[config.mk]
export PLATFORM = sky130hd
export DESIGN_NAME = sct_term
export DESIGN_NICKNAME = d
export VERILOG_FILES = /design/src/rtl/core/sct_pkg.sv /design/src/rtl/core/sct_term.sv
export SDC_FILE = /design/constraint.sdc
export NUM_CORES = 2
export LEC_CHECK = 0
export BUFFER_PORTS_ARGS = -buffer_cell sky130_fd_sc_hd__buf_4
export CAP_MARGIN = 15
export CORE_ASPECT_RATIO = 0.9
export CORE_MARGIN = 1
export CORE_UTILIZATION = 40
export DETAILED_ROUTE_END_ITERATION = 12
export GPL_ROUTABILITY_DRIVEN = 0
export PLACE_DENSITY = 0.61
export RECOVER_POWER = 25
export SYNTH_ARGS = -nofsm -noshare
export SYNTH_HDL_FRONTEND = slang
export SYNTH_SLANG_ARGS = --single-unit
export TNS_END_PERCENT = 5
[constraint.sdc]
create_clock -name clk_i -period 6.9 [get_ports clk_i]
set_clock_uncertainty 0.05 [all_clocks]
set_input_delay 1.035 -clock clk_i [delete_from_list [all_inputs] [get_ports clk_i]]
set_output_delay 1.035 -clock clk_i [all_outputs]
set_load 0.01 [all_outputs]
[src/rtl/core/sct_pkg.sv]
package sct_pkg;

  // Fixed-point formats
  localparam int FRAC     = 29;   // fraction bits of the polynomial datapath
  localparam int ANG_FRAC = 16;   // fraction bits of the input angle
  localparam int ANG_W    = 32;
  localparam int OUT_W    = 32;

  // Range reduction
  localparam int MAG_W = 18;      // |r| <= pi in Q16
  localparam int M_W   = 19;      // m in [0, 2pi)
  localparam int REM_W = 20;      // remainder before the last correction, < 4pi
  localparam int U_W   = 33;      // biased angle, always positive

  localparam logic [MAG_W-1:0] PI_Q16     = 18'd205887;
  localparam logic [M_W-1:0]   TWO_PI_Q16 = 19'd411774;

  // Whole turns added so that angle + pi is never negative
  localparam int RED_WRAPS = 5216;
  localparam logic [U_W-1:0] RED_BIAS =
    U_W'(64'(RED_WRAPS) * 64'(TWO_PI_Q16) + 64'(PI_Q16));

  // Quotient estimate: upper bits of u times 2^40 / 2pi
  localparam int UHI_SH  = 16;
  localparam int UHI_W   = U_W - UHI_SH;
  localparam int RREC_SH = 40;
  localparam int RREC_W  = 22;
  localparam logic [RREC_W-1:0] RED_RECIP =
    RREC_W'((64'd1 << RREC_SH) / 64'(TWO_PI_Q16));
  localparam int RPROD_W = UHI_W + RREC_W;
  localparam int QR_W    = RPROD_W - (RREC_SH - UHI_SH);

  // Square of the reduced angle
  localparam int SQ_W  = 2 * MAG_W;
  localparam int X2_SH = 2 * ANG_FRAC - FRAC;
  localparam int X2_W  = SQ_W - X2_SH;
  localparam int A_SH  = FRAC - ANG_FRAC;

  // Term datapath
  localparam int TERM_W = 32;     // every term stays below 2^32 for |x| <= pi
  localparam int SUM_W  = 36;
  localparam int P_W    = TERM_W + X2_W;
  localparam int S_W    = 36;     // rounded product before the divide by d
  localparam int SH_W   = 18;     // divide is done in two halves of this width
  localparam int D_W    = 8;      // largest d is 14*15
  localparam int X_W    = D_W + SH_W;

  localparam logic [TERM_W-1:0] ONE_Q29 = TERM_W'(1) << FRAC;

  // Payload travelling between the pipeline sections
  typedef struct packed {
    logic                     func;   // 1 = cosine
    logic                     neg;    // reduced angle was negative
    logic [X2_W-1:0]          x2;
    logic [TERM_W-1:0]        term;
    logic signed [SUM_W-1:0]  sum;
  } lane_t;

endpackage

[src/rtl/core/sct_term.sv]
module sct_term #(
  parameter int K = 1
) (
  input  logic           clk_i,
  input  logic           rst_ni,
  input  logic           en_i,
  input  logic           valid_i,
  input  sct_pkg::lane_t lane_i,
  output logic           valid_o,
  output sct_pkg::lane_t lane_o
);
  import sct_pkg::*;

  // Divisors for this term and reciprocals for the two divide halves
  localparam int DSIN = 2 * K * (2 * K + 1);
  localparam int DCOS = 2 * K * (2 * K - 1);
  localparam logic [SH_W-1:0] R1SIN = SH_W'((1 << SH_W) / DSIN);
  localparam logic [SH_W-1:0] R1COS = SH_W'((1 << SH_W) / DCOS);
  localparam logic [X_W-1:0]  R2SIN = X_W'((1 << X_W) / DSIN);
  localparam logic [X_W-1:0]  R2COS = X_W'((1 << X_W) / DCOS);
  // incoming term has index K-1: added when that index is even
  localparam bit ADD_IN = (K % 2) == 1;

  logic [5:0] v_q;
  lane_t      l_q [6];

  logic [P_W-1:0]    p0_q;
  logic [S_W-1:0]    s1_q;
  logic [2*SH_W-1:0] pr2_q;
  logic [SH_W-1:0]   hi2_q, lo2_q, lo3_q;
  logic [SH_W-1:0]   q13_q, q14_q;
  logic [D_W-1:0]    r13_q;
  logic [X_W-1:0]    x4_q;
  logic [2*X_W-1:0]  pr4_q;

  logic signed [SUM_W-1:0] tin;
  lane_t             l0_d, l5_d;
  logic [P_W-1:0]    p0_d;
  logic [P_W:0]      ps1;
  logic [D_W-1:0]    d1, d3, d5;
  logic [S_W-1:0]    s1_d;
  logic [SH_W-1:0]   r1_2;
  logic [2*SH_W-1:0] pr2_d;
  logic [SH_W-1:0]   q1e;
  logic [X_W-1:0]    chk1, rem1;
  logic [SH_W-1:0]   q13_d;
  logic [D_W-1:0]    r13_d;
  logic [X_W-1:0]    x4_d;
  logic [X_W-1:0]    r2_4;
  logic [2*X_W-1:0]  pr4_d;
  logic [X_W-1:0]    q2e;
  logic [X_W+D_W-1:0] chk2, rem2;
  logic [X_W-1:0]    q2;

  // Stage 0: accumulate incoming term, product term * x^2
  always_comb begin
    tin  = signed'(SUM_W'(lane_i.term));
    l0_d = lane_i;
    l0_d.sum = ADD_IN ? lane_i.sum + tin : lane_i.sum - tin;
    p0_d = P_W'(lane_i.term) * P_W'(lane_i.x2);
  end

  // Stage 1: shift to Q29 with half of d added, so the divide below rounds
  always_comb begin
    d1   = l_q[0].func ? D_W'(DCOS) : D_W'(DSIN);
    ps1  = {1'b0, p0_q} + ((P_W + 1)'(d1) << (FRAC - 1));
    s1_d = ps1[FRAC+S_W-1:FRAC];
  end

  // Stage 2: quotient estimate for the upper half
  always_comb begin
    r1_2  = l_q[1].func ? R1COS : R1SIN;
    pr2_d = (2*SH_W)'(s1_q[S_W-1:SH_W]) * (2*SH_W)'(r1_2);
  end

  // Stage 3: correct upper quotient, keep its remainder
  always_comb begin
    d3   = l_q[2].func ? D_W'(DCOS) : D_W'(DSIN);
    q1e  = pr2_q[2*SH_W-1:SH_W];
    chk1 = X_W'(q1e) * X_W'(d3);
    rem1 = X_W'(hi2_q) - chk1;
    if (rem1 >= X_W'(d3)) begin
      q13_d = q1e + SH_W'(1);
      r13_d = D_W'(rem1 - X_W'(d3));
    end else begin
      q13_d = q1e;
      r13_d = D_W'(rem1);
    end
  end

  // Stage 4: quotient estimate for the lower half
  always_comb begin
    x4_d  = {r13_q, lo3_q};
    r2_4  = l_q[3].func ? R2COS : R2SIN;
    pr4_d = (2*X_W)'(x4_d) * (2*X_W)'(r2_4);
  end

  // Stage 5: correct lower quotient and join the halves
  always_comb begin
    d5   = l_q[4].func ? D_W'(DCOS) : D_W'(DSIN);
    q2e  = pr4_q[2*X_W-1:X_W];
    chk2 = (X_W+D_W)'(q2e) * (X_W+D_W)'(d5);
    rem2 = (X_W+D_W)'(x4_q) - chk2;
    q2   = (rem2 >= (X_W+D_W)'(d5)) ? q2e + X_W'(1) : q2e;
    l5_d = l_q[4];
    l5_d.term = TERM_W'({q14_q, q2[SH_W-1:0]});
  end

  // Valid bits
  always_ff @(posedge clk_i or negedge rst_ni) begin
    if (!rst_ni) begin
      v_q <= '0;
    end else if (en_i) begin
      v_q <= {v_q[4:0], valid_i};
    end
  end

  // Payload
  always_ff @(posedge clk_i) begin
    if (en_i) begin
      l_q[0] <= l0_d;
      p0_q   <= p0_d;
      l_q[1] <= l_q[0];
      s1_q   <= s1_d;
      l_q[2] <= l_q[1];
      pr2_q  <= pr2_d;
      hi2_q  <= s1_q[S_W-1:SH_W];
      lo2_q  <= s1_q[SH_W-1:0];
      l_q[3] <= l_q[2];
      q13_q  <= q13_d;
      r13_q  <= r13_d;
      lo3_q  <= lo2_q;
      l_q[4] <= l_q[3];
      x4_q   <= x4_d;
      pr4_q  <= pr4_d;
      q14_q  <= q13_q;
      l_q[5] <= l5_d;
    end
  end

  assign valid_o = v_q[5];
  assign lane_o  = l_q[5];

endmodule

; ---- Yosys cells after proc, flatten, opt, wreduce, memory -nomap -nowiden
; Memory sizes are Yosys's and may differ from the RTL's.
; Index checks and enable logic that the tools add are counted.
[word_totals]
wordCells = 37
ram_bits = 618
in_bits = 107
output_inout_bits = 104
regBits = 311
mem_count = 1
[op_classes]
mux = 10
add_sub_neg = 7
n_mul = 5
order_cmp = 2
[mem_list]
columns = memory, depth, word_bits, rd, rd_clocked_by_memory_dff, write_ports, line_no
row1 = l_q, 6, 103, 6, 0, 6, sct_term.sv:25  ; lane_t l_q [6];
[op_table]
columns = op, n
row1 = $add A65 B31 Y65, 1
row2 = $mul A32 B33 Y65, 1
row3 = $mul A26 B26 Y52, 1
row4 = $add A36 B33 Y36, 1
row5 = $mul A18 B18 Y36, 1
row6 = $mux W18, 2
row7 = $ge A34 B3 Y1, 1
row8 = $sub A26 B29 Y30, 1
row9 = $mul A26 B3 Y29, 1
row10 = $ge A26 B3 Y1, 1
row11 = $mux W26, 1
row12 = $sub A18 B21 Y22, 1
row13 = $mul A18 B3 Y21, 1
row14 = $add A18 B1 Y18 const B, 1
row15 = $add A14 B1 Y14 const B, 1
row16 = $mux W14, 1
row17 = $mux W3, 3
row18 = $mux W8, 1
row19 = $sub A8 B4 Y8, 1
row20 = $mux W1, 2

; ---- Depth between registers and ports, before layout
; An unclocked memory read counts as a cell.
[depth]
ltp_word = 6
mapped_depth = 30
depth_no_buf = 29

; ---- Least setup slack after synthesis
; No wires, ideal clock.
[synth_path]
path_type = input -> register
startpoint = in lane_i[84] (netlist bit)
endpoint = reg p0_q[57], data pin
stages = 28
arrival_ns = 7.837
path_slack_ns = -1.250
setup_time_ns = 0.262
path_cell_list = clkbuf_1 > and2_1 > fa_1 > inv_1 > fa_1 > fa_1 > fa_1 > inv_1 > fa_1 > inv_1 > fa_1 > inv_1 > fa_1 > inv_1 > fa_1 > inv_1 > ha_1 > nand2_1 > nor2_1 > o211ai_1 > a21oi_1 > a21oi_1 > nor4b_1 > a211oi_1 > o31ai_1 > a21oi_1 > o21bai_1 > xor2_1
[synth_between]
elab_chain_len = 1
[synth_rtl]
columns = element, line_no
row1 = "start, declared", sct_term.sv:8  ; input sct_pkg::lane_t lane_i,
row2 = $mul A32 B33 Y65, sct_term.sv:60  ; p0_d = P_W'(lane_i.term) * P_W'(lane_i.x2);
row3 = net p0_d[57], sct_term.sv:38  ; logic [P_W-1:0] p0_d;
row4 = "end signal, assigned", sct_term.sv:122  ; p0_q <= p0_d;
row5 = "end, declared", sct_term.sv:27  ; logic [P_W-1:0] p0_q;
; The timed path passes the listed nets, and every way through them passes these cells.
; A chain may end at the register's enable or synchronous reset.

; ---- Worst setup path in the final report
[layout_path]
startpoint = in lane_i[41] (netlist bit)
endpoint = reg p0_q[62], data pin
; Same word-level chain as after synthesis.

==> results.toml <==
[clocking]
htreeDepth = 3
postCtsHoldBufs = 0
cts_buffers = 78
cts_sinks = 695
clk_latency_ps = 710
cts_buffer_depth = 3
cts-root-buf = "clkbuf_16"
cts_tree = "done"
clk_pin_slew_ps = 60

[critical_path]
cp-start-kind = "primary input"
crit_path_end_kind = "register"
r2r-end = "pr4_q[43]"
crit_fanout = 19
r2r_cells = 28
worstReg2RegStart = "l_q[3][102]"
required_ps = 7280
criticalPathCategory = "primary input to register"
reg2reg_slack_ps = -490
crit_arrival_ps = 8130

[place]
dp.cells = 10063
post-place-ws_ps = -2090
hpwl_um = 154000
port_buffers = 210

[die]
dieHeight_um = 419
pin_count = 211
core_area_um2 = 192000
row_count = 152
fp.dieW_um = 466
fp.dieArea_um2 = 195000
initial_core_util = 0.404

[worst_hold_path]
hp-class = "primary input to async pin"

[finish]
final_common_cell = "inv_1"
final_util = 0.463
multi_input_area_um2 = 50100
drive_above_1_share = 0.125
mostFrequentLayoutCells = "inv_1, fa_1, ha_1, edfxtp_1, buf_4"
area_growth_pct = 14.6
final-seq-area_um2 = 20800
final_cells = 10212
finalNetCount = 9828
fill_cells = 17516

[status]
status = "finished, violations left"
violations = "negative setup slack"

[route]
viasPerCell = 4.85
wl_met2_um = 83000
maxUsedRoutingLayer = "met5"
dr_total_vias = 49548
wl_um = 182000
m1WireLength_um = 83600
dr.pass1.iters = 5
wl_per_cell_um = 17.8
wl_met3_um = 11100
drt_iter0_markers = 2964
route.detailed.drc = 0
antenna_left = 0

[synthesis]
yosysWarningCount = 0
syn_area_per_cell_um2 = 11.0
synth.distinct_cells = 75
seq_area_frac_synth = 0.269
synth_top_family_by_area = "adder cells"
yosys.area_share.simple = 0.109
synth_compound_area_frac = 0.0387
synth-xor-area-share = 0.0221
synth_top_flop_cell = "edfxtp_1"
synthAdderAreaFrac = 0.468
synth_edf_count = 689
synth-seq-cells = 695
synthCells = 7007
synthArstFlopShare = 0.00863
synthMuxAreaShare = 0.00239
synth_area_um2 = 77400

[sta]
slew_viol_final = 0
fmax_mhz = 129
slew_headroom = 0.331
period_needed_ps = 7750
setup_viol = 50
tightest_slew_ps = 1000
setup_tns_ps = -22410
finalHoldViolCount = 0
rsz0062_at_grt = "true"
postLayoutSetupSlackWorst_ps = -849
fin_crit_sh = 1.12

[global_routing]
grt_overflow_total = 0
antenna_found_initial = 7
grt_pass1_vias = 53758
grt_max_degree = 180
track_usage = 0.192
grt_pass1_wl_um = 294000

[run]
maxCapViolCount = 0
[area by class of cell]
class | count | area share
repair buffers | 727 | 0.0651
diodes | 1 | 0.0000282
inverters | 1635 | 0.0692
flip-flops and latches | 695 | 0.235
well taps | 2541 | 0.0358
clock buffers | 96 | 0.0228
clock inverters | 47 | 0.00691
multi-input cells | 4470 | 0.565
[state kept, by name, indices dropped and copies added, names as in the netlist]
register  cells
q14_q        14
x4_q         25
r13_q         8
v_q           6
pr4_q        26
p0_q         36
l_q         458
q13_q        14
lo3_q        18
lo2_q        18
pr2_q        18
s1_q         36
hi2_q        18
[worst max-delay path: stages]
cell	delay (ps)
buf_4	150
buf_6	160
and2_1	190
fa_1	560
fa_1	460
fa_1	520
inv_1	50
fa_1	510
inv_1	80
fa_1	480
fa_1	580
fa_1	430
fa_1	550
ha_4	220
a21o_1	170
a21o_1	200
a21oi_4	190
nand3_2	120
a21oi_4	210
nor4b_4	70
buf_6	140
o211ai_1	250
buf_4	170
nand2_2	50
a211o_1	280
buf_4	140
xor2_1	130
[logic make-up (layout without fill, tap and decap cells)]
family / Yosys count / in the layout
AND/OR/NAND/NOR: 1658 / 1658
AO/OA/AOI/OAI: 460 / 460
XOR/XNOR: 195 / 195
other: 2 / 27
flip-flops: 695 / 695
adder cells (fa/ha/maj): 2114 / 2114
buffers and inverters: 1866 / 2505
multiplexers: 17 / 17
[cell usage after synthesis, drive strengths merged (8+ instances only)]
cell,number,share of area
inv,1635,0.079
fa,1299,0.34
ha,815,0.13
edfxtp,689,0.27
nand2,650,0.032
and2,534,0.043
clkbuf,227,0.011
a21oi,130,0.0084
xnor2,110,0.012
nor2,106,0.0051
xor2,85,0.0096
a21o,82,0.0080
o21ai,79,0.0051
nor2b,75,0.0061
nand3,59,0.0038
nand2b,58,0.0047
nand4,49,0.0040
nor3,42,0.0027
o21a,24,0.0023
a31oi,22,0.0018
and3,22,0.0018
a211oi,16,0.0016
o21bai,16,0.0016
nor4,14,0.0013
or3,12,0.00097
o2111ai,11,0.0012
o211ai,10,0.00097
mux2,9,0.0014
a211o,8,0.00091
mux2i,8,0.0010
[worst max-delay path by stage]
| stage | startpoint | endpoint | slack [ps] |
|---|---|---|---|
| final | lane_i[41] | p0_q[62] | -850 |
| after global routing | lane_i[84] | p0_q[62] | -1010 |
| after CTS | lane_i[76] | p0_q[62] | -750 |
| after detailed placement | lane_i[84] | p0_q[60] | -2090 |
| after global placement | lane_i[84] | p0_q[60] | -1980 |
| after floorplan | lane_i[78] | p0_q[58] | -840 |
[through the flow]
| step | hold WS, ps | cell area, µm² |
|---|---|---|
| 2_1_floorplan | 350 | 77600 |
| 3_3_place_gp | 350 | 85400 |
| 3_5_place_dp | 355 | 85400 |
| 4_1_cts | 31.0 | 88400 |
| 5_1_grt | 143 | 88700 |
| 6_report | 168 | 88700 |
[what timing repair did]
item | CTS | global route
gates resized for setup | 109 | 54
pin swaps | 68 | 28
cloned | 1 | 0
buffers inserted | 4 | 1
endpoints found under the setup margin | 55 | 63
[layer usage]
metal,track usage,vias to the layer above
met1,0.266,25012
met5,0,-
met4,0.0493,2
li1,-,22958
met3,0.0345,249
met2,0.311,1327
Power is left out: the tool's default activity adds up to more than one toggle a clock period on the data nets, which glitch-free logic cannot reach.
