### src/rtl/core/sct_pkg.sv
package sct_pkg;

  // Fixed-point formats
  localparam int FRAC     = 29;   // fraction bits of the polynomial datapath
  localparam int ANG_FRAC = 16;   // fraction bits of the input angle
  localparam int ANG_W    = 32;
  localparam int OUT_W    = 32;

  // Range reduction
  localparam int MAG_W = 18;      // |r| <= pi in Q16
  localparam int M_W   = 19;      // m in [0, 2pi)
  localparam int REM_W = 20;      // remainder before the last correction, < 4pi
  localparam int U_W   = 33;      // biased angle, always positive

  localparam logic [MAG_W-1:0] PI_Q16     = 18'd205887;
  localparam logic [M_W-1:0]   TWO_PI_Q16 = 19'd411774;

  // Whole turns added so that angle + pi is never negative
  localparam int RED_WRAPS = 5216;
  localparam logic [U_W-1:0] RED_BIAS =
    U_W'(64'(RED_WRAPS) * 64'(TWO_PI_Q16) + 64'(PI_Q16));

  // Quotient estimate: upper bits of u times 2^40 / 2pi
  localparam int UHI_SH  = 16;
  localparam int UHI_W   = U_W - UHI_SH;
  localparam int RREC_SH = 40;
  localparam int RREC_W  = 22;
  localparam logic [RREC_W-1:0] RED_RECIP =
    RREC_W'((64'd1 << RREC_SH) / 64'(TWO_PI_Q16));
  localparam int RPROD_W = UHI_W + RREC_W;
  localparam int QR_W    = RPROD_W - (RREC_SH - UHI_SH);

  // Square of the reduced angle
  localparam int SQ_W  = 2 * MAG_W;
  localparam int X2_SH = 2 * ANG_FRAC - FRAC;
  localparam int X2_W  = SQ_W - X2_SH;
  localparam int A_SH  = FRAC - ANG_FRAC;

  // Term datapath
  localparam int TERM_W = 32;     // every term stays below 2^32 for |x| <= pi
  localparam int SUM_W  = 36;
  localparam int P_W    = TERM_W + X2_W;
  localparam int S_W    = 36;     // rounded product before the divide by d
  localparam int SH_W   = 18;     // divide is done in two halves of this width
  localparam int D_W    = 8;      // largest d is 14*15
  localparam int X_W    = D_W + SH_W;

  localparam logic [TERM_W-1:0] ONE_Q29 = TERM_W'(1) << FRAC;

  // Payload travelling between the pipeline sections
  typedef struct packed {
    logic                     func;   // 1 = cosine
    logic                     neg;    // reduced angle was negative
    logic [X2_W-1:0]          x2;
    logic [TERM_W-1:0]        term;
    logic signed [SUM_W-1:0]  sum;
  } lane_t;

endpackage

### src/rtl/core/sct_reduce.sv
module sct_reduce (
  input  logic                          clk_i,
  input  logic                          rst_ni,
  input  logic                          en_i,
  input  logic                          valid_i,
  input  logic                          func_i,
  input  logic signed [sct_pkg::ANG_W-1:0] angle_i,
  output logic                          valid_o,
  output sct_pkg::lane_t                lane_o
);
  import sct_pkg::*;

  logic [6:0] v_q;

  logic [U_W-1:0]     u1_q, u2_q;
  logic [RPROD_W-1:0] prod2_q;
  logic [REM_W-1:0]   rem3_q;
  logic [M_W-1:0]     m4_q;
  logic [MAG_W-1:0]   mag5_q;
  logic [SQ_W-1:0]    sq6_q;
  logic [TERM_W-1:0]  term6_q;
  logic [6:1]         f_q;
  logic [6:5]         n_q;
  lane_t              lane7_q;

  logic [U_W-1:0]     u1_d;
  logic [RPROD_W-1:0] prod2_d;
  logic [QR_W-1:0]    q_est;
  logic [U_W-1:0]     qd;
  logic [U_W-1:0]     rem_full;
  logic [REM_W-1:0]   rem3_d;
  logic [M_W-1:0]     m4_d;
  logic [MAG_W-1:0]   mag5_d;
  logic               neg5_d;
  logic [SQ_W-1:0]    sq6_d;
  logic [TERM_W-1:0]  term6_d;
  lane_t              lane7_d;

  // Bias by an odd number of half turns, then estimate turns (low by at most one)
  always_comb begin
    u1_d     = U_W'(signed'({angle_i[ANG_W-1], angle_i})) + RED_BIAS;
    prod2_d  = RPROD_W'(u1_q[U_W-1:UHI_SH]) * RPROD_W'(RED_RECIP);
    q_est    = prod2_q[RPROD_W-1:RREC_SH-UHI_SH];
    qd       = U_W'(q_est) * U_W'(TWO_PI_Q16);
    rem_full = u2_q - qd;
    rem3_d   = rem_full[REM_W-1:0];
  end

  // Final correction, then fold into (-pi, pi]
  always_comb begin
    if (rem3_q >= REM_W'(TWO_PI_Q16)) begin
      m4_d = M_W'(rem3_q - REM_W'(TWO_PI_Q16));
    end else begin
      m4_d = M_W'(rem3_q);
    end

    priority if (m4_q == '0) begin
      // congruent to -pi: taken as +pi
      mag5_d = PI_Q16;
      neg5_d = 1'b0;
    end else if (m4_q >= M_W'(PI_Q16)) begin
      mag5_d = MAG_W'(m4_q - M_W'(PI_Q16));
      neg5_d = 1'b0;
    end else begin
      mag5_d = MAG_W'(M_W'(PI_Q16) - m4_q);
      neg5_d = 1'b1;
    end
  end

  // Square and first term, then rounded x^2 in Q29
  always_comb begin
    sq6_d   = SQ_W'(mag5_q) * SQ_W'(mag5_q);
    term6_d = f_q[5] ? ONE_Q29 : (TERM_W'(mag5_q) << A_SH);

    lane7_d.func = f_q[6];
    lane7_d.neg  = n_q[6];
    lane7_d.x2   = X2_W'((SQ_W'(sq6_q) + (SQ_W'(1) << (X2_SH - 1))) >> X2_SH);
    lane7_d.term = term6_q;
    lane7_d.sum  = '0;
  end

  // Valid bits
  always_ff @(posedge clk_i or negedge rst_ni) begin
    if (!rst_ni) begin
      v_q <= '0;
    end else if (en_i) begin
      v_q <= {v_q[5:0], valid_i};
    end
  end

  // Payload
  always_ff @(posedge clk_i) begin
    if (en_i) begin
      u1_q    <= u1_d;
      f_q[1]  <= func_i;
      prod2_q <= prod2_d;
      u2_q    <= u1_q;
      f_q[2]  <= f_q[1];
      rem3_q  <= rem3_d;
      f_q[3]  <= f_q[2];
      m4_q    <= m4_d;
      f_q[4]  <= f_q[3];
      mag5_q  <= mag5_d;
      n_q[5]  <= neg5_d;
      f_q[5]  <= f_q[4];
      sq6_q   <= sq6_d;
      term6_q <= term6_d;
      n_q[6]  <= n_q[5];
      f_q[6]  <= f_q[5];
      lane7_q <= lane7_d;
    end
  end

  assign valid_o = v_q[6];
  assign lane_o  = lane7_q;

endmodule

### config.mk
export PLATFORM = sky130hd
export DESIGN_NAME = sct_reduce
export DESIGN_NICKNAME = d
export VERILOG_FILES = /design/src/rtl/core/sct_pkg.sv /design/src/rtl/core/sct_reduce.sv
export SDC_FILE = /design/constraint.sdc
export NUM_CORES = 1
export LEC_CHECK = 0
export ABC_AREA = 1
export BUFFER_PORTS_ARGS = -buffer_cell sky130_fd_sc_hd__buf_2
export CORE_MARGIN = 2
export CORE_UTILIZATION = 58
export DETAILED_ROUTE_END_ITERATION = 10
export GPL_TIMING_DRIVEN = 1
export PLACE_DENSITY = 0.85
export REMOVE_ABC_BUFFERS = 1
export SYNTH_ARGS = -nofsm -noshare
export SYNTH_HDL_FRONTEND = slang
export SYNTH_SLANG_ARGS = --single-unit
### constraint.sdc
create_clock -name clk_i -period 5.6 [get_ports clk_i]
set_input_delay 0.84 -clock clk_i [delete_from_list [all_inputs] [get_ports clk_i]]
set_output_delay 0.84 -clock clk_i [all_outputs]
set_load 0.005 [all_outputs]
Word level (Yosys, flattened, before mapping) --
Cells that the tools add are included.
Word-level totals: register bits after elaboration 298, bits of input ports 37, output and inout bits 104, word-level logic and storage cells 32
Cells by class: add/sub/neg operators 6, multipliers 3, $lt $le $gt $ge 2, mux-type cells 3, reductions and logical operators 1
Operators by type and width (number):
- multiplier 17 x 21 -> 38 bit (second input constant) | 1
- adder 36 x 3 -> 36 bit (second input constant) | 1
- multiplier 18 x 18 -> 36 bit | 1
- adder 33 x 32 -> 33 bit (second input constant) | 1
- >= comparator 20 x 19 -> 1 bit (second input constant) | 1
- subtractor 20 bit | 1
- >= comparator 19 x 18 -> 1 bit (second input constant) | 1
- logical NOT 19 bit | 1
- multiplier 15 x 18 -> 19 bit (second input constant) | 1
- 2-to-1 mux 19 bit | 1
- subtractor 19 bit (second input constant) | 1
- 2-to-1 mux 18 bit | 1
- subtractor 18 bit (first input constant) | 1
- subtractor 18 bit (second input constant) | 1
- 2-to-1 mux 1 bit | 1

Depth between registers and ports, before layout --
word-level depth 2, gate-level depth with buffers 30, mapped depth without buffers 30

Least setup slack after synthesis --
Ideal clock, no wire load.
path kind register to register, from reg mag5_q[5], to reg sq6_q[33] (data pin), setup time 0.252 ns, arrival time 5.543 ns, data required time 5.348 ns, slack -0.195 ns, stages on the path, launching flop included 24, buffers on the path 2, period minus slack after synthesis 5.795 ns, cell sequence edfxtp_1 clkbuf_1 clkbuf_1 nand2_1 fa_1 inv_1 fa_1 inv_1 fa_1 inv_1 fa_1 inv_1 fa_1 inv_1 fa_1 ha_1 nand2_1 nor2_1 inv_1 nor2_1 nand4_1 or2_2 nand3_1 nand2_1
On the way: word-level cells in the longest chain between the ends 1
Ends and longest elaborated chain:
- start, declared | line sct_reduce.sv:19 | logic [MAG_W-1:0] mag5_q;
- start signal, assigned | line sct_reduce.sv:103 | mag5_q <= mag5_d;
- multiplier 18 x 18 -> 36 bit | line sct_reduce.sv:72 | sq6_d = SQ_W'(mag5_q) * SQ_W'(mag5_q);
- named net sq6_d[33] | line sct_reduce.sv:35 | logic [SQ_W-1:0] sq6_d;
- end signal, assigned | line sct_reduce.sv:106 | sq6_q <= sq6_d;
- end, declared | line sct_reduce.sv:20 | logic [SQ_W-1:0] sq6_q;
The timed path passes the listed nets, and every way through them passes these cells. A chain may end at the register's enable or synchronous reset.

Worst setup path after layout --
from reg mag5_q[15], to reg sq6_q[32] (data pin)
Same word-level chain as after synthesis.

==> tab_implementation.tex <==
\begin{tabular}{lr}
\hline
Metric & Value \\
\hline
\multicolumn{2}{l}{\textbf{Layout}} \\
Non-filler instance count after layout & 4526 \\
Final instance area & 36700 um\^{}2 \\
ANT cells & 0 \\
Layout cell share with drive strength beyond 1 & 0.204 \\
Synth-to-Final Area Change & 19.4\% \\
Most common library cell in the layout ignoring fill and taps & sky130\_fd\_sc\_hd\_\_inv\_1 \\
Final nets & 4594 \\
Most frequent cells in the layout & sky130\_fd\_sc\_hd\_\_inv\_1 (782), sky130\_fd\_sc\_hd\_\_nand2\_1 (575), sky130\_fd\_sc\_hd\_\_fa\_1 (368) \\
\multicolumn{2}{l}{\textbf{Yosys}} \\
Post-Syn Instances & 3445 \\
Number of synthesized flops with an enable pin & 238 \\
Area share of and/or/nand/nor cells after synthesis & 0.148 \\
Post-synth ARST share & 0.0286 \\
Combinational family with the most area after synthesis & adder cells \\
Compound-Gate Fraction of Synth Area & 0.0487 \\
Cell area after synthesis & around 31000 um\^{}2 \\
Share of the synthesized netlist area taken by xor and xnor gates & 0.0470 \\
Post-Syn Area per Cell & 8.93 um\^{}2 \\
Register area share after synthesis & 0.238 \\
Number of synthesized register bits & between 200 and 250 \\
Most used flip-flop cell after synthesis & sky130\_fd\_sc\_hd\_\_edfxtp\_1 \\
Adder-Cell Fraction of Synth Area & 0.396 \\
Count of synthesis-stage warnings from yosys & 0 \\
Post-synthesis mux area share & 0.000366 \\
Number of unique standard cell types used by synthesis & 53 \\
\multicolumn{2}{l}{\textbf{Routing}} \\
Vias per inst & 5.65 \\
First-pass iteration count of the detailed router & 9 \\
Iteration-0 DRC Markers & 2075 \\
Vias post-DR & 25600 \\
Detailed-route wire length & 88.7 mm \\
Post-route DRC violation count & 0 \\
Drt wl/cell & just under 20 um \\
ANT nets after route & 0 \\
\multicolumn{2}{l}{\textbf{STA}} \\
Fin. max-slew vios & 0 \\
WHS & 68.0 ps \\
Slew of the pin with the lowest slew margin & 1120 ps \\
Number of endpoints failing setup at the final stage & 24 \\
Worst Clk Skew & 36.5 ps \\
Endpoints failing hold & 0 \\
Max\_slew headroom & 0.251 \\
Highest clock frequency the design can meet & 167 MHz \\
Final period util & 1.07 \\
Unrepaired setup endpoints after global routing & yes \\
Final worst path period need & 6000 ps \\
Final setup margin & -398 ps \\
\multicolumn{2}{l}{\textbf{Floorplanning}} \\
Starting density of the core & 0.586 \\
Area of the core & 52400 um\^{}2 \\
Std cell rows & 84 \\
Die Span Y & 234 um \\
Die width & about 230 um \\
I/O pin count & 141 \\
Overall die area & 54900 um\^{}2 \\
\multicolumn{2}{l}{\textbf{Global route}} \\
Number of global-route vias before repair & 25700 \\
Total global-route track usage & 0.282 \\
Antenna violations before repair & 0 \\
Wire length of the first global-routing pass & 123 mm \\
Grt total ovfl & 0 \\
Largest net degree at the start of global routing & 110 \\
\multicolumn{2}{l}{\textbf{Setup path}} \\
Data required, critical path & 5920 ps \\
Critical-path top delay cell & sky130\_fd\_sc\_hd\_\_fa\_1 \\
Arrival time of the worst setup path & 6320 ps \\
Type of origin of the critical path & register \\
Crit path largest cell delay & 590 ps \\
Max Fanout on Critical Path & 4 \\
Critical path capture point type & register \\
Cell occurring most often along the worst timing path & sky130\_fd\_sc\_hd\_\_fa\_1 \\
Classification of the worst setup path & reg2reg \\
\multicolumn{2}{l}{\textbf{Clock tree}} \\
Insertion delay to the later sink of the worst-skew pair & $\sim$630 ps \\
Buffers from clock root to sink, at most & 3 \\
Num CTS Buffers & 30 \\
Number of buffers inserted by hold repair at cts & 0 \\
H-tree levels & 1 \\
Clock Sink Count & 245 \\
Clock root buffer master & sky130\_fd\_sc\_hd\_\_clkbuf\_16 \\
Clk slew on worst S/H paths & 70 ps \\
TritonCTS clock tree & yes \\
\multicolumn{2}{l}{\textbf{Min path}} \\
Type of the worst min-delay path & in2async \\
\multicolumn{2}{l}{\textbf{Status}} \\
Run status & finished, violations left \\
Violations in the final reports & setup timing \\
\multicolumn{2}{l}{\textbf{Placed design}} \\
Count of input and output buffers & 90 \\
Cell area after placement & between 30000 and 40000 um\^{}2 \\
Routability congestion estimate from global placement & 0.989 \\
Post-placement cell count & approximately 4400 \\
Half-perimeter wire length of the detailed placement result & 60.3 mm \\
Pre-CTS worst setup slack & -307 ps \\
\multicolumn{2}{l}{\textbf{Flow run}} \\
Max-capacitance violation count & 0 \\
\hline
\end{tabular}
metal layers:
layer	up-vias	wire length (um)	GRT usage
met5	-	0	0
met4	0	8090	0.153
met3	603	6470	0.0410
met2	1417	44500	0.514
met1	12200	29600	0.318
li1	11300	-	-
flip-flops by register name, indices dropped and copies added (netlist names), 15 cells and up:
name	cells
term6_q	18
u2_q	20
rem3_q	20
prod2_q	15
sq6_q	34
mag5_q	18
m4_q	19
lane_o	53
u1_q	33
area by class of cell:
cell class,instances,area (um^2)
fill,3456,15700
sequential,245,7320
tap,688,861
multi-input combinational,2316,21500
clock inverter,24,273
clock buffer,31,776
timing repair buffer,390,2910
inverter,832,3130
what timing repair did:
action | CTS | global route
buffers inserted | 28 | 52
resized for setup | 90 | 342
pin swaps | 62 | 174
setup endpoints to repair | 27 | 46
final timing paths:
path                                            from                    to  slack [ps]  cells after the start
hold / removal                                rst_ni    v_q[6]$_DFFE_PN0P_          70                      1
setup / recovery            mag5_q[15]$_SDFFCE_PN0P_   sq6_q[32]$_DFFE_PP_        -400                     25
min in group clk_i         term6_q[20]$_SDFFCE_PP0P_  lane_o[56]$_DFFE_PP_         420                      0
hold reg to reg            term6_q[20]$_SDFFCE_PP0P_  lane_o[56]$_DFFE_PP_         420                      0
setup reg to reg            mag5_q[15]$_SDFFCE_PN0P_   sq6_q[32]$_DFFE_PP_        -400                     25
max in group asynchronous                     rst_ni    v_q[4]$_DFFE_PN0P_        5360                      1
cell families (layout without fill, tap and decap cells):
logic type               count (synthesis)  after routing
AND/OR/NAND/NOR                       1089           1089
buffers and inverters                  933           1277
adder cells (fa/ha/maj)                742            742
AO/OA/AOI/OAI                          269            269
flip-flops                             245            245
XOR/XNOR                               165            165
other                                    1             50
multiplexers                             1              1
synth_stat cells (4+ instances only):
cell type | number | area share
sky130_fd_sc_hd__inv_1 | 831 | 0.10
sky130_fd_sc_hd__nand2_1 | 636 | 0.078
sky130_fd_sc_hd__fa_1 | 386 | 0.25
sky130_fd_sc_hd__ha_1 | 356 | 0.14
sky130_fd_sc_hd__edfxtp_1 | 238 | 0.23
sky130_fd_sc_hd__nor2_1 | 222 | 0.027
sky130_fd_sc_hd__a21oi_1 | 121 | 0.020
sky130_fd_sc_hd__xor2_1 | 120 | 0.034
sky130_fd_sc_hd__nand3_1 | 108 | 0.018
sky130_fd_sc_hd__o21ai_0 | 80 | 0.013
sky130_fd_sc_hd__buf_4 | 53 | 0.013
sky130_fd_sc_hd__xnor2_1 | 45 | 0.013
sky130_fd_sc_hd__nor3_1 | 40 | 0.0065
sky130_fd_sc_hd__clkbuf_1 | 37 | 0.0045
sky130_fd_sc_hd__nand4_1 | 28 | 0.0057
sky130_fd_sc_hd__a21o_1 | 15 | 0.0037
sky130_fd_sc_hd__a31oi_1 | 14 | 0.0028
sky130_fd_sc_hd__nor4_1 | 13 | 0.0026
sky130_fd_sc_hd__o21bai_1 | 13 | 0.0032
sky130_fd_sc_hd__nand2_2 | 8 | 0.0016
sky130_fd_sc_hd__buf_1 | 7 | 0.00085
sky130_fd_sc_hd__dfrtp_1 | 7 | 0.0057
sky130_fd_sc_hd__or2_2 | 7 | 0.0014
sky130_fd_sc_hd__a21boi_0 | 5 | 0.0012
sky130_fd_sc_hd__o21ai_2 | 5 | 0.0014
sky130_fd_sc_hd__and3_1 | 4 | 0.00081
sky130_fd_sc_hd__nand3b_1 | 4 | 0.00098
sky130_fd_sc_hd__o211ai_1 | 4 | 0.00098
metrics by stage:
stage / setup TNS [ps] / utilization
2_1_floorplan: -302 / -
3_3_place_gp: -1220 / 0.636
3_5_place_dp: -3130 / 0.636
4_1_cts: -20.0 / 0.670
5_1_grt: -16210 / 0.700
6_report: -5580 / 0.700
critical path, delay by kind of cell (launching register included):
| kind | cells | cell delay, ps |
|---|---|---|
| AND/OR/NAND/NOR | 8 | 800 |
| buffers and inverters | 8 | 760 |
| flip-flops | 1 | 510 |
| AO/OA/AOI/OAI | 2 | 260 |
| adder cells (fa/ha/maj) | 7 | 3390 |
Power is left out: the tool's default activity adds up to more than one toggle a clock period on the data nets, which glitch-free logic cannot reach.
