`src/rtl/core/sct_pkg.sv`:
```
package sct_pkg;

  // Fixed-point formats
  localparam int FRAC     = 29;   // fraction bits of the polynomial datapath
  localparam int ANG_FRAC = 16;   // fraction bits of the input angle
  localparam int ANG_W    = 32;
  localparam int OUT_W    = 32;

  // Range reduction
  localparam int MAG_W = 18;      // |r| <= pi in Q16
  localparam int M_W   = 19;      // m in [0, 2pi)
  localparam int REM_W = 20;      // remainder before the last correction, < 4pi
  localparam int U_W   = 33;      // biased angle, always positive

  localparam logic [MAG_W-1:0] PI_Q16     = 18'd205887;
  localparam logic [M_W-1:0]   TWO_PI_Q16 = 19'd411774;

  // Whole turns added so that angle + pi is never negative
  localparam int RED_WRAPS = 5216;
  localparam logic [U_W-1:0] RED_BIAS =
    U_W'(64'(RED_WRAPS) * 64'(TWO_PI_Q16) + 64'(PI_Q16));

  // Quotient estimate: upper bits of u times 2^40 / 2pi
  localparam int UHI_SH  = 16;
  localparam int UHI_W   = U_W - UHI_SH;
  localparam int RREC_SH = 40;
  localparam int RREC_W  = 22;
  localparam logic [RREC_W-1:0] RED_RECIP =
    RREC_W'((64'd1 << RREC_SH) / 64'(TWO_PI_Q16));
  localparam int RPROD_W = UHI_W + RREC_W;
  localparam int QR_W    = RPROD_W - (RREC_SH - UHI_SH);

  // Square of the reduced angle
  localparam int SQ_W  = 2 * MAG_W;
  localparam int X2_SH = 2 * ANG_FRAC - FRAC;
  localparam int X2_W  = SQ_W - X2_SH;
  localparam int A_SH  = FRAC - ANG_FRAC;

  // Term datapath
  localparam int TERM_W = 32;     // every term stays below 2^32 for |x| <= pi
  localparam int SUM_W  = 36;
  localparam int P_W    = TERM_W + X2_W;
  localparam int S_W    = 36;     // rounded product before the divide by d
  localparam int SH_W   = 18;     // divide is done in two halves of this width
  localparam int D_W    = 8;      // largest d is 14*15
  localparam int X_W    = D_W + SH_W;

  localparam logic [TERM_W-1:0] ONE_Q29 = TERM_W'(1) << FRAC;

  // Payload travelling between the pipeline sections
  typedef struct packed {
    logic                     func;   // 1 = cosine
    logic                     neg;    // reduced angle was negative
    logic [X2_W-1:0]          x2;
    logic [TERM_W-1:0]        term;
    logic signed [SUM_W-1:0]  sum;
  } lane_t;

endpackage

```
`src/rtl/core/sct_out.sv`:
```
module sct_out #(
  parameter int TERMS = 5
) (
  input  logic                          clk_i,
  input  logic                          rst_ni,
  input  logic                          valid_i,
  input  sct_pkg::lane_t                lane_i,
  input  logic                          stall_i,
  output logic                          en_o,
  output logic                          valid_o,
  output logic signed [sct_pkg::OUT_W-1:0] value_o
);
  import sct_pkg::*;

  localparam bit LAST_ADD = ((TERMS - 1) % 2) == 0;
  localparam logic signed [SUM_W+1:0] SAT_MAX = (SUM_W+2)'(32'sh7fff_ffff);
  localparam logic signed [SUM_W+1:0] SAT_MIN = (SUM_W+2)'(32'sh8000_0000);

  logic                    f_v_q;
  logic signed [SUM_W-1:0] f_sum_q;
  logic                    f_neg_q;
  logic                    out_v_q, skid_v_q;
  logic signed [OUT_W-1:0] out_q, skid_q;

  logic signed [SUM_W-1:0] tin, f_sum_d;
  logic signed [SUM_W:0]   nsum;
  logic signed [SUM_W+1:0] dbl;
  logic signed [OUT_W-1:0] sat;
  logic                    en, push, pop;
  logic                    out_v_d, skid_v_d;
  logic                    ld_out, ld_skid, out_from_skid;

  // Last term into the sum
  always_comb begin
    tin     = signed'(SUM_W'(lane_i.term));
    f_sum_d = LAST_ADD ? lane_i.sum + tin : lane_i.sum - tin;
  end

  // Odd symmetry for sine, Q29 to Q30, saturate
  always_comb begin
    nsum = f_neg_q ? -((SUM_W+1)'(f_sum_q)) : (SUM_W+1)'(f_sum_q);
    dbl  = {nsum, 1'b0};
    priority if (dbl > SAT_MAX) begin
      sat = OUT_W'(SAT_MAX);
    end else if (dbl < SAT_MIN) begin
      sat = OUT_W'(SAT_MIN);
    end else begin
      sat = dbl[OUT_W-1:0];
    end
  end

  // Two-beat output buffer: pipeline runs until the skid entry is taken
  always_comb begin
    en            = !skid_v_q;
    push          = en && f_v_q;
    pop           = out_v_q && !stall_i;
    out_v_d       = out_v_q;
    skid_v_d      = skid_v_q;
    ld_out        = 1'b0;
    ld_skid       = 1'b0;
    out_from_skid = 1'b0;
    priority if (!out_v_q || pop) begin
      if (skid_v_q) begin
        ld_out        = 1'b1;
        out_from_skid = 1'b1;
        out_v_d       = 1'b1;
        skid_v_d      = 1'b0;
      end else begin
        ld_out  = push;
        out_v_d = push;
      end
    end else begin
      if (push) begin
        ld_skid  = 1'b1;
        skid_v_d = 1'b1;
      end
    end
  end

  always_ff @(posedge clk_i or negedge rst_ni) begin
    if (!rst_ni) begin
      f_v_q    <= 1'b0;
      out_v_q  <= 1'b0;
      skid_v_q <= 1'b0;
    end else begin
      if (en) begin
        f_v_q <= valid_i;
      end
      out_v_q  <= out_v_d;
      skid_v_q <= skid_v_d;
    end
  end

  always_ff @(posedge clk_i) begin
    if (en) begin
      f_sum_q <= f_sum_d;
      f_neg_q <= lane_i.neg && !lane_i.func;
    end
    if (ld_out) begin
      out_q <= out_from_skid ? skid_q : sat;
    end
    if (ld_skid) begin
      skid_q <= sat;
    end
  end

  assign en_o    = en;
  assign valid_o = out_v_q;
  assign value_o = out_q;

endmodule

```
`config.mk`:
```
export PLATFORM = sky130hd
export DESIGN_NAME = sct_out
export DESIGN_NICKNAME = d
export VERILOG_FILES = /design/src/rtl/core/sct_pkg.sv /design/src/rtl/core/sct_out.sv
export SDC_FILE = /design/constraint.sdc
export NUM_CORES = 1
export LEC_CHECK = 0
export ABC_AREA = 1
export BUFFER_PORTS_ARGS = -buffer_cell sky130_fd_sc_hd__buf_2
export CAP_MARGIN = 20
export CORE_ASPECT_RATIO = 0.8
export CORE_UTILIZATION = 45
export DETAILED_ROUTE_END_ITERATION = 10
export MAX_ROUTING_LAYER = met4
export PLACE_DENSITY = 0.67
export SETUP_SLACK_MARGIN = 0.05
export SYNTH_ARGS = -nofsm -noshare
export SYNTH_HDL_FRONTEND = slang
export SYNTH_SLANG_ARGS = --single-unit
```
`constraint.sdc`:
```
create_clock -name clk_i -period 3.7 [get_ports clk_i]
set_input_delay 0.74 -clock clk_i [delete_from_list [all_inputs] [get_ports clk_i]]
set_output_delay 0.74 -clock clk_i [all_outputs]
set_load 0.01 [all_outputs]
```
Yosys cells after proc, flatten, opt, wreduce, memory -nomap -nowiden. Cells that the tools add are included.

Input bits: 107. Bits in writable memories: 0. Memory bits (read-only): 0. Logic and storage cells: 32. Memories kept: 0. Latch bits: 0. Bits in registers: 104.

Divide/modulo/power cells: 0. Bitwise gates (word level): 0. Shift-type cells: 0. Equal/unequal tests: 0. Reductions and logical operators: 9. Add/sub/neg operators: 2. Multiplexer cells: 12. Multiply operators: 0. Magnitude comparators: 2.

Operators with widths (number): 2-to-1 mux 32 bit (3); > comparator 38 x 32 -> 1 bit, second input constant (1); less-than comparator 38 x 32 -> 1 bit, second input constant (1); 2-to-1 mux 37 bit (1); negation 36 -> 37 bit (1); adder 36 x 33 -> 36 bit (1); 2-to-1 mux 1 bit (8); zero test 1 bit (4); logical AND 1 bit (3); nonzero test 2 bit (1); logical OR 1 bit (1).

Logic depth before layout (Yosys ltp). Gate-level depths: netlist (run 1).

Depth in word-level cells: 6. Gate-level depth with buffers: 18.

Worst setup path before layout (run 1). OpenSTA, ideal clock, no wires.

Path type: reg-to-reg. From: reg skid_v_q. To: reg skid_q[0], enable pin. Required time: 3.279 ns. Library setup time: 0.421 ns. Arrival: 2.715 ns. Cell stages (with the launch flop): 4. Path slack: 0.563 ns. Period minus slack after synthesis: 3.137 ns. Cells stage by stage: dfrtp_1 > inv_1 > nand2_1 > nor2_1.

Word-level cells in the longest chain between the ends: 4.

RTL lines: start, declared (RTL line sct_out.sv:22) `logic out_v_q, skid_v_q;`; start signal, assigned (RTL line sct_out.sv:90) `skid_v_q <= skid_v_d;`; zero test 1 bit (RTL line sct_out.sv:54) `en = !skid_v_q;`; named net en_o (RTL line sct_out.sv:9) `output logic en_o,`; logical AND 1 bit (RTL line sct_out.sv:55) `push = en && f_v_q;`; 2-to-1 mux 1 bit (RTL line sct_out.sv:73) `if (push) begin`; 2-to-1 mux 1 bit (RTL line sct_out.sv:62) `priority if (!out_v_q || pop) begin`; named net ld_skid (RTL line sct_out.sv:31) `logic ld_out, ld_skid, out_from_skid;`; end signal, assigned (RTL line sct_out.sv:103) `skid_q <= sat;`; end, declared (RTL line sct_out.sv:23) `logic signed [OUT_W-1:0] out_q, skid_q;`.

The timed path passes the listed nets, and every way through them passes these cells. A chain may end at the register's enable or synchronous reset.

Final worst setup path (run 1).
From: in lane_i[0] (netlist name). To: reg f_sum_q[28], data pin.

Word-level cells in the longest chain between the ends: 1.

RTL lines: start, declared (RTL line sct_out.sv:7) `input sct_pkg::lane_t lane_i,`; adder 36 x 33 -> 36 bit (RTL line sct_out.sv:36) `f_sum_d = LAST_ADD ? lane_i.sum + tin : lane_i.sum - tin;`; named net f_sum_d[28] (RTL line sct_out.sv:25) `logic signed [SUM_W-1:0] tin, f_sum_d;`; end signal, assigned (RTL line sct_out.sv:96) `f_sum_q <= f_sum_d;`; end, declared (RTL line sct_out.sv:20) `logic signed [SUM_W-1:0] f_sum_q;`.

The timed path passes the listed nets, and every way through them passes these cells.

==> run_results.csv, run 1 <==
group,metric,value,unit
outcome,status,"complete, no violations",
yosys,netlist_instances,889,
clock_tree,cts-resized-gates,0,
critical_path,path_class,"in2reg",
die,initial_core_util,46.6,%
detailed_routing,drtIter0Drc,299,
yosys,synth_top_family_by_area,"simple AND/OR/NAND/NOR gates",
clock_tree,numClockSinks,104,
detailed_routing,drt_first_pass_iters,4,
die,dieArea,16300,um2
detailed_routing,ant_nets,0,
final_layout,fillCellCount,1480,
power_and_ir_drop,p_int,0.00258,W
clock_tree,clk-insertion-delay-late,0.34,ns
power_and_ir_drop,p_per_area,492,nW/um2
detailed_routing,wire_per_inst,12.3,um
critical_path,cp.required,3.79,ns
detailed_routing,wl,14900,um
sta,setup_viol,0,
global_routing,grt_max_degree,41,
power_and_ir_drop,power_switching,0.00142,W
sta,fin_crit,2.72,ns
final_layout,syn_to_final_growth,14.6,%
final_layout,ff_latch_area,3110,um2
clock_tree,htreeDepth,3,
global_routing,busiest_layer,"met2",
yosys,synth_area_leaders,"edfxtp_1 (43%), nand2_1 (15%), xor2_1 (5.9%)",
die,coreArea,15200,um2
yosys,synth_area,7100,um2
sta,finalClockSkew,0.00652,ns
clock_tree,cts_tree,"done",
critical_path,cpMostUsedCell,"nand2_1",
yosys,avgSynthCellArea,7.98,um2
power_and_ir_drop,seqPwrFrac,44.4,%
sta,slew_headroom,40.3,%
die,row_count,40,
sta,finalHoldViolations,0,
clock_tree,cts_made_buffers,9,
clock_tree,clockBufferDepth,2,
final_layout,multi_input_area,3540,um2
detailed_routing,via_per_inst,4.73,
yosys,synth_xor_area_share,7.53,%
job,cap_violations,0,
yosys,synth-simple-area-share,28.2,%
power_and_ir_drop,ir_drop,231,uV
sta,fin_crit_sh,73.5,%
final_layout,num-nets-final,1140,
yosys,syn-num-nets,1030,
sta,rsz0062_at_grt,"no",
yosys,ys_seq_area_share,43.8,%
global_routing,grtUsageMet3,2.43,%
critical_path,cp-start-kind,"primary input",
final_layout,mostFrequentLayoutCell,"nand2_1",
sta,maxSlewViolCount,0,
power_and_ir_drop,p_leak,3.72,nW
final_layout,drive_above_1_share,17.6,%
die,io_pins,141,
global_routing,grt_pass1_wl,25200,um
power_and_ir_drop,combPwrFrac,33.6,%
yosys,synth.distinct_cells,35,
critical_path,slowest_delay,0.50,ns
detailed_routing,vias,5739,
placed_design,portBuffers,107,
die,fp.dieW,142,um
power_and_ir_drop,power_frac_clock,22.1,%
yosys,yosysTopAreaCell,"edfxtp_1",
clock_tree,postCtsSetupBuffers,0,
yosys,synth_edf_count,101,
global_routing,met2_usage,30.4,%
power_and_ir_drop,p_total,0.00400,W
power_and_ir_drop,swShare,35.4,%
yosys,synth-seq-cells,104,
worst_hold_path,hold_class,"in2async",
global_routing,grt_pass1_vias,5332,
critical_path,crit_fanout,4,
critical_path,worstPathCellList,"buf_2, ha_1, fa_1, nand3_1, nand3_1, nand4_1, nand2_1, nand2_1, nand2_1, nand2_1, nand2_1, nand2_1, nand2_1, nand2_1, nand2_1, xor2_1",
global_routing,gr-total-overflow,0,
yosys,synth_compound_area_share,8.06,%
placed_design,post-dp-hpwl,12000,um
sta,fmax,0.368,GHz
critical_path,arrival,2.81,ns
yosys,synth_fa_ha_area_share,6.10,%
yosys,synthArstFlopShare,2.88,%
detailed_routing,drc,0,
clock_tree,clk_pin_slew,0.07,ns
placed_design,globalplace.congestion,0.852,
global_routing,grt_util_met1,28.7,%
yosys,synth.area.mux_share,0,%
yosys,ys_warn_count,0,
critical_path,slowest_stage,"fa_1",
final_layout,fin_util,53.4,%
final_layout,layout_common_cells,"nand2_1 (290), buf_2 (107), nor2_1 (101), edfxtp_1 (101), inv_1 (90)",
global_routing,grtUsageTotal,20.2,%
critical_path,setup.worst_path.end_class,"flip-flop",
sta,fin_setup_tns,0,ns
final_layout,antenna_cells,0,
die,fp.dieH,114,um
clock_tree,cts_root_buffer,"clkbuf_16",
global_routing,antenna_found_initial,0,
yosys,synthFlopType,"edfxtp_1",
sta,worst_pin_slew,0.894,ns
clock_tree,hold_buffers,0,
yosys,yosysTopAreaCellShare,42.7,%
per-layer routing:
layer | up-vias | wire length (um)
met5 | - | 0
met4 | 0 | 171
met3 | 13 | 475
met2 | 122 | 6470
met1 | 2477 | 7830
li1 | 3127 | -
final timing paths:
check | from | end | slack, ns | cells after the start
setup / recovery | lane_i[0] | f_sum_q[28] | 0.98 | 16
hold / removal | rst_ni | f_v_q | 0.18 | 1
setup reg to reg | f_sum_q[0] | value_o[1] | 0.99 | 16
hold reg to reg | skid_q[4] | value_o[4] | 0.52 | 2
max in group asynchronous | rst_ni | skid_v_q | 3.42 | 1
min in group clk_i | skid_q[4] | value_o[4] | 0.52 | 2
cell usage after synthesis (2+ instances only):
library cell / number
o21ai_0: 32
ha_1: 33
o21ai_1: 3
buf_6: 6
nor2_1: 104
nor3_1: 6
buf_2: 3
nand2_2: 33
a21oi_1: 37
a21boi_0: 2
xnor2_1: 13
nand2_1: 290
o21a_1: 4
xor2_1: 48
nand3_1: 28
clkbuf_1: 7
o22ai_1: 2
nand4_1: 10
o21bai_1: 2
nor4_1: 3
dfrtp_1: 3
a31oi_1: 7
edfxtp_1: 101
inv_1: 90
a21o_1: 6
nor2_2: 7
power by group through the flow:
stage	sequential (W)	clock [W]	combinational, W
6_report	0.00178	0.000883	0.00134
5_1_grt	0.00181	0.000960	0.00154
4_1_cts	0.00178	0.000907	0.00135
3_5_place_dp	0.00180	0	0.00134
3_3_place_gp	0.00180	0	0.00133
2_1_floorplan	0.00182	0	0.000956
registers in the layout, summed over array words and instances (netlist names):
| register | count |
|---|---|
| skid_v_q | 1 |
| f_v_q | 1 |
| value_o | 32 |
| f_sum_q | 36 |
| valid_o | 1 |
| f_neg_q | 1 |
| skid_q | 32 |
stage by stage:
step / hold slack [ns] / setup WS, ns / area (um2) / cells
after floorplan: 0.444 / 0.563 / 7100 / 889
after global placement: 0.490 / 0.650 / 7850 / 1198
after detailed placement: 0.503 / 0.634 / 7850 / 1198
after CTS: 0.167 / 0.950 / 8130 / 1214
after global routing: 0.165 / 0.729 / 8130 / 1214
final: 0.176 / 0.980 / 8130 / 1214
worst max-delay path: cells and delay by family:
kind	cells	cell delay, ns
buffers and inverters	1	0.10
and+or+nand+nor	12	1.08
adders and majority gates	2	0.73
xor gates and xnor gates	1	0.16
final cells by class:
class / count / share of cell area, %
clock buffers: 9 / 2.77
clock inverters: 7 / 0.662
inverters: 91 / 4.20
multi-input cells: 678 / 43.6
flip-flops and latches: 104 / 38.2
well taps: 210 / 3.23
repair buffers: 115 / 7.32
kinds of logic after synthesis:
kind of cell	count (synthesis)
AO/OA/AOI/OAI	100
XOR/XNOR	61
flip-flops	104
AND/OR/NAND/NOR	483
buffers and inverters	107
adder cells (fa/ha/maj)	34
(Power assumes the default switching activity.)
==> run 2, diff against run 1 <==
==> constraint.sdc (replaced) <==
create_clock -name clk_i -period 2.8 [get_ports clk_i]
set_input_delay 0.56 -clock clk_i [delete_from_list [all_inputs] [get_ports clk_i]]
set_output_delay 0.56 -clock clk_i [all_outputs]
set_load 0.01 [all_outputs]
==> run 2 against run 1 <==
  * Final cell count increased by 0.82%
  * Power grew 37%
  * Count of clock-buffer cells in the layout grew 3
  * Cell area is 1.6% higher
  * Flip-flop and latch count is the same
  * First-iteration DRC count is 5.0% higher
  * Wire length is 0.66% higher
  * Combinational power rose by 36%
  * Critical path type is now reg2reg
==> run_results.csv, run 2 (synthesis gave the netlist of run 1 again) <==
group,metric,value,unit
final_layout,largest_register,"f_sum_q",
global_routing,grtUsageTotal,20.1,%
detailed_routing,wire_per_inst,12.3,um
die,fp.dieW,142,um
power_and_ir_drop,p_leak,3.79,nW
sta,finalClockSkew,0.00728,ns
clock_tree,cts_tree,"done",
die,initial_core_util,46.6,%
critical_path,path_buf_inv,2,
critical_path,cp_top_family,"simple AND/OR/NAND/NOR gates",
clock_tree,postCtsSetupBuffers,0,
critical_path,cpMostUsedCell,"nand2_1",
sta,worst_pin_slew,0.574,ns
worst_hold_path,hold_class,"in2reg",
die,fp.dieH,114,um
final_layout,fin_cells,1224,
global_routing,grt_pass1_wl,25100,um
worst_hold_path,whs_path_depth,3,
final_layout,mostFrequentLayoutCell,"nand2_1",
die,row_count,40,
sta,fmax,0.405,GHz
final_layout,fin_util,54.3,%
sta,setup_viol,0,
detailed_routing,drc,0,
die,dieArea,16300,um2
critical_path,setup.worst_path.end_class,"flip-flop",
placed_design,post-dp-hpwl,12100,um
sta,fin_setup_tns,0,ns
sta,finalHoldViolations,0,
clock_tree,cts_root_buffer,"clkbuf_16",
final_layout,largest_reg_flops,36,
final_layout,fillCellCount,1459,
detailed_routing,vias,5793,
clock_tree,clk-insertion-delay-late,0.34,ns
global_routing,gr-total-overflow,0,
critical_path,cp.required,2.90,ns
critical_path,cp-start-kind,"flip-flop",
sta,fin_crit_sh,88.3,%
detailed_routing,via_per_inst,4.73,
critical_path,path_class,"reg2reg",
final_layout,syn_to_final_growth,16.5,%
critical_path,cp.depth,16,
sta,slew_headroom,61.7,%
sta,timing.hold.ws,0.424,ns
critical_path,crit_fanout,24,
global_routing,antenna_found_initial,0,
placed_design,portBuffers,107,
placed_design,globalplace.congestion,0.853,
sta,rsz0062_at_grt,"no",
critical_path,worstPathCellList,"inv_2, ha_1, nand3_1, nor2_1, nand3_1, nand2_2, nand2_1, nand2_1, nand2_1, nor2_1, nand4_1, nand2_2, buf_12, nand2_1, nand2_1, nand2_1",
final_layout,stdcell_area,8260,um2
detailed_routing,ant_nets,0,
clock_tree,numClockSinks,104,
detailed_routing,drtIter0Drc,314,
outcome,status,"complete, no violations",
clock_tree,cts_made_buffers,9,
global_routing,grt_max_degree,37,
clock_tree,htreeDepth,3,
die,io_pins,141,
power_and_ir_drop,p_per_area,663,nW/um2
detailed_routing,wl,15000,um
job,cap_violations,0,
clock_tree,clk_pin_slew,0.07,ns
global_routing,grt_pass1_vias,5377,
critical_path,slowest_delay,0.43,ns
critical_path,ff2ff_path_depth,16,
final_layout,drive_above_1_share,18.1,%
placed_design,placed_cell_area,7930,um2
sta,fin_crit,2.47,ns
die,coreArea,15200,um2
power_and_ir_drop,ir_drop,314,uV
sta,maxSlewViolCount,0,
detailed_routing,drt_first_pass_iters,4,
final_layout,num-nets-final,1150,
critical_path,slowest_stage,"edfxtp_1",
critical_path,r2r_slack,0.33,ns
placed_design,dp.cells,1207,
clock_tree,clockBufferDepth,2,
final_layout,layout_common_cells,"nand2_1 (289), buf_2 (107), nor2_1 (101), edfxtp_1 (101), inv_1 (90)",
final_layout,antenna_cells,0,
critical_path,arrival,2.57,ns
==> run 2: cell types whose count changed in the layout (fill, tap and decap cells not counted), moves of 2 or more <==
cell | before | now
buf_4 | 8 | 16
clkbuf_1 | 0 | 3
bufinv_16 | 0 | 2
clkinv_2 | 2 | 0
clkinvlp_4 | 2 | 0
==> run 2: routing by layer <==
| metal | global-route usage, % | up-vias | wire, um |
|---|---|---|---|
| li1 | - | 3137 | - |
| met4 | 6.09 | 0 | 206 |
| met5 | - | - | 0 |
| met2 | 30.6 | 142 | 6510 |
| met1 | 28.4 | 2497 | 7740 |
| met3 | 1.76 | 17 | 578 |
==> run 2: final timing paths <==
kind	from	to
hold / removal	valid_i	f_v_q
setup / recovery	f_sum_q[0]	value_o[2]
hold reg to reg	skid_q[6]	value_o[6]
max in group asynchronous	rst_ni	skid_v_q
min in group asynchronous	rst_ni	valid_o
setup reg to reg	f_sum_q[0]	value_o[2]
==> run 2: where the power goes <==
group / internal (W) / switching (W)
logic: 0.000651 / 0.00116
registers: 0.00218 / 0.000168
clock network: 0.000789 / 0.000528
==> run 2: repair_timing <==
action                     CTS  global route
hold buffers                 1             0
resized for setup            0             2
setup endpoints to repair    0            55
hold endpoints to repair     3             0
==> run 2: layout make-up <==
| cell class | count | area, um2 | share of cell area [%] |
|---|---|---|---|
| Tap cell | 210 | 263 | 3.18 |
| Sequential cell | 104 | 3110 | 37.6 |
| Multi-Input combinational cell | 678 | 3550 | 43.0 |
| Inverter | 91 | 342 | 4.13 |
| Clock buffer | 12 | 236 | 2.86 |
| Clock inverter | 4 | 77.6 | 0.939 |
| Timing Repair Buffer | 125 | 686 | 8.30 |
==> run 2: per-stage QoR <==
stage	total power [W]	setup slack (ns)
global route	0.00585	0.0569
CTS	0.00550	0.200
floorplan	0.00367	0.148
finish	0.00548	0.328
detailed placement	0.00419	0.0803
global placement	0.00417	0.103
==> run 2: worst register-to-register path: cells and delay by family, from the launching register on <==
kind / cells / cell delay (ns)
adders and majority gates: 1 / 0.20
buffers and inverters: 2 / 0.27
and+or+nand+nor: 13 / 1.33
DFF: 1 / 0.43
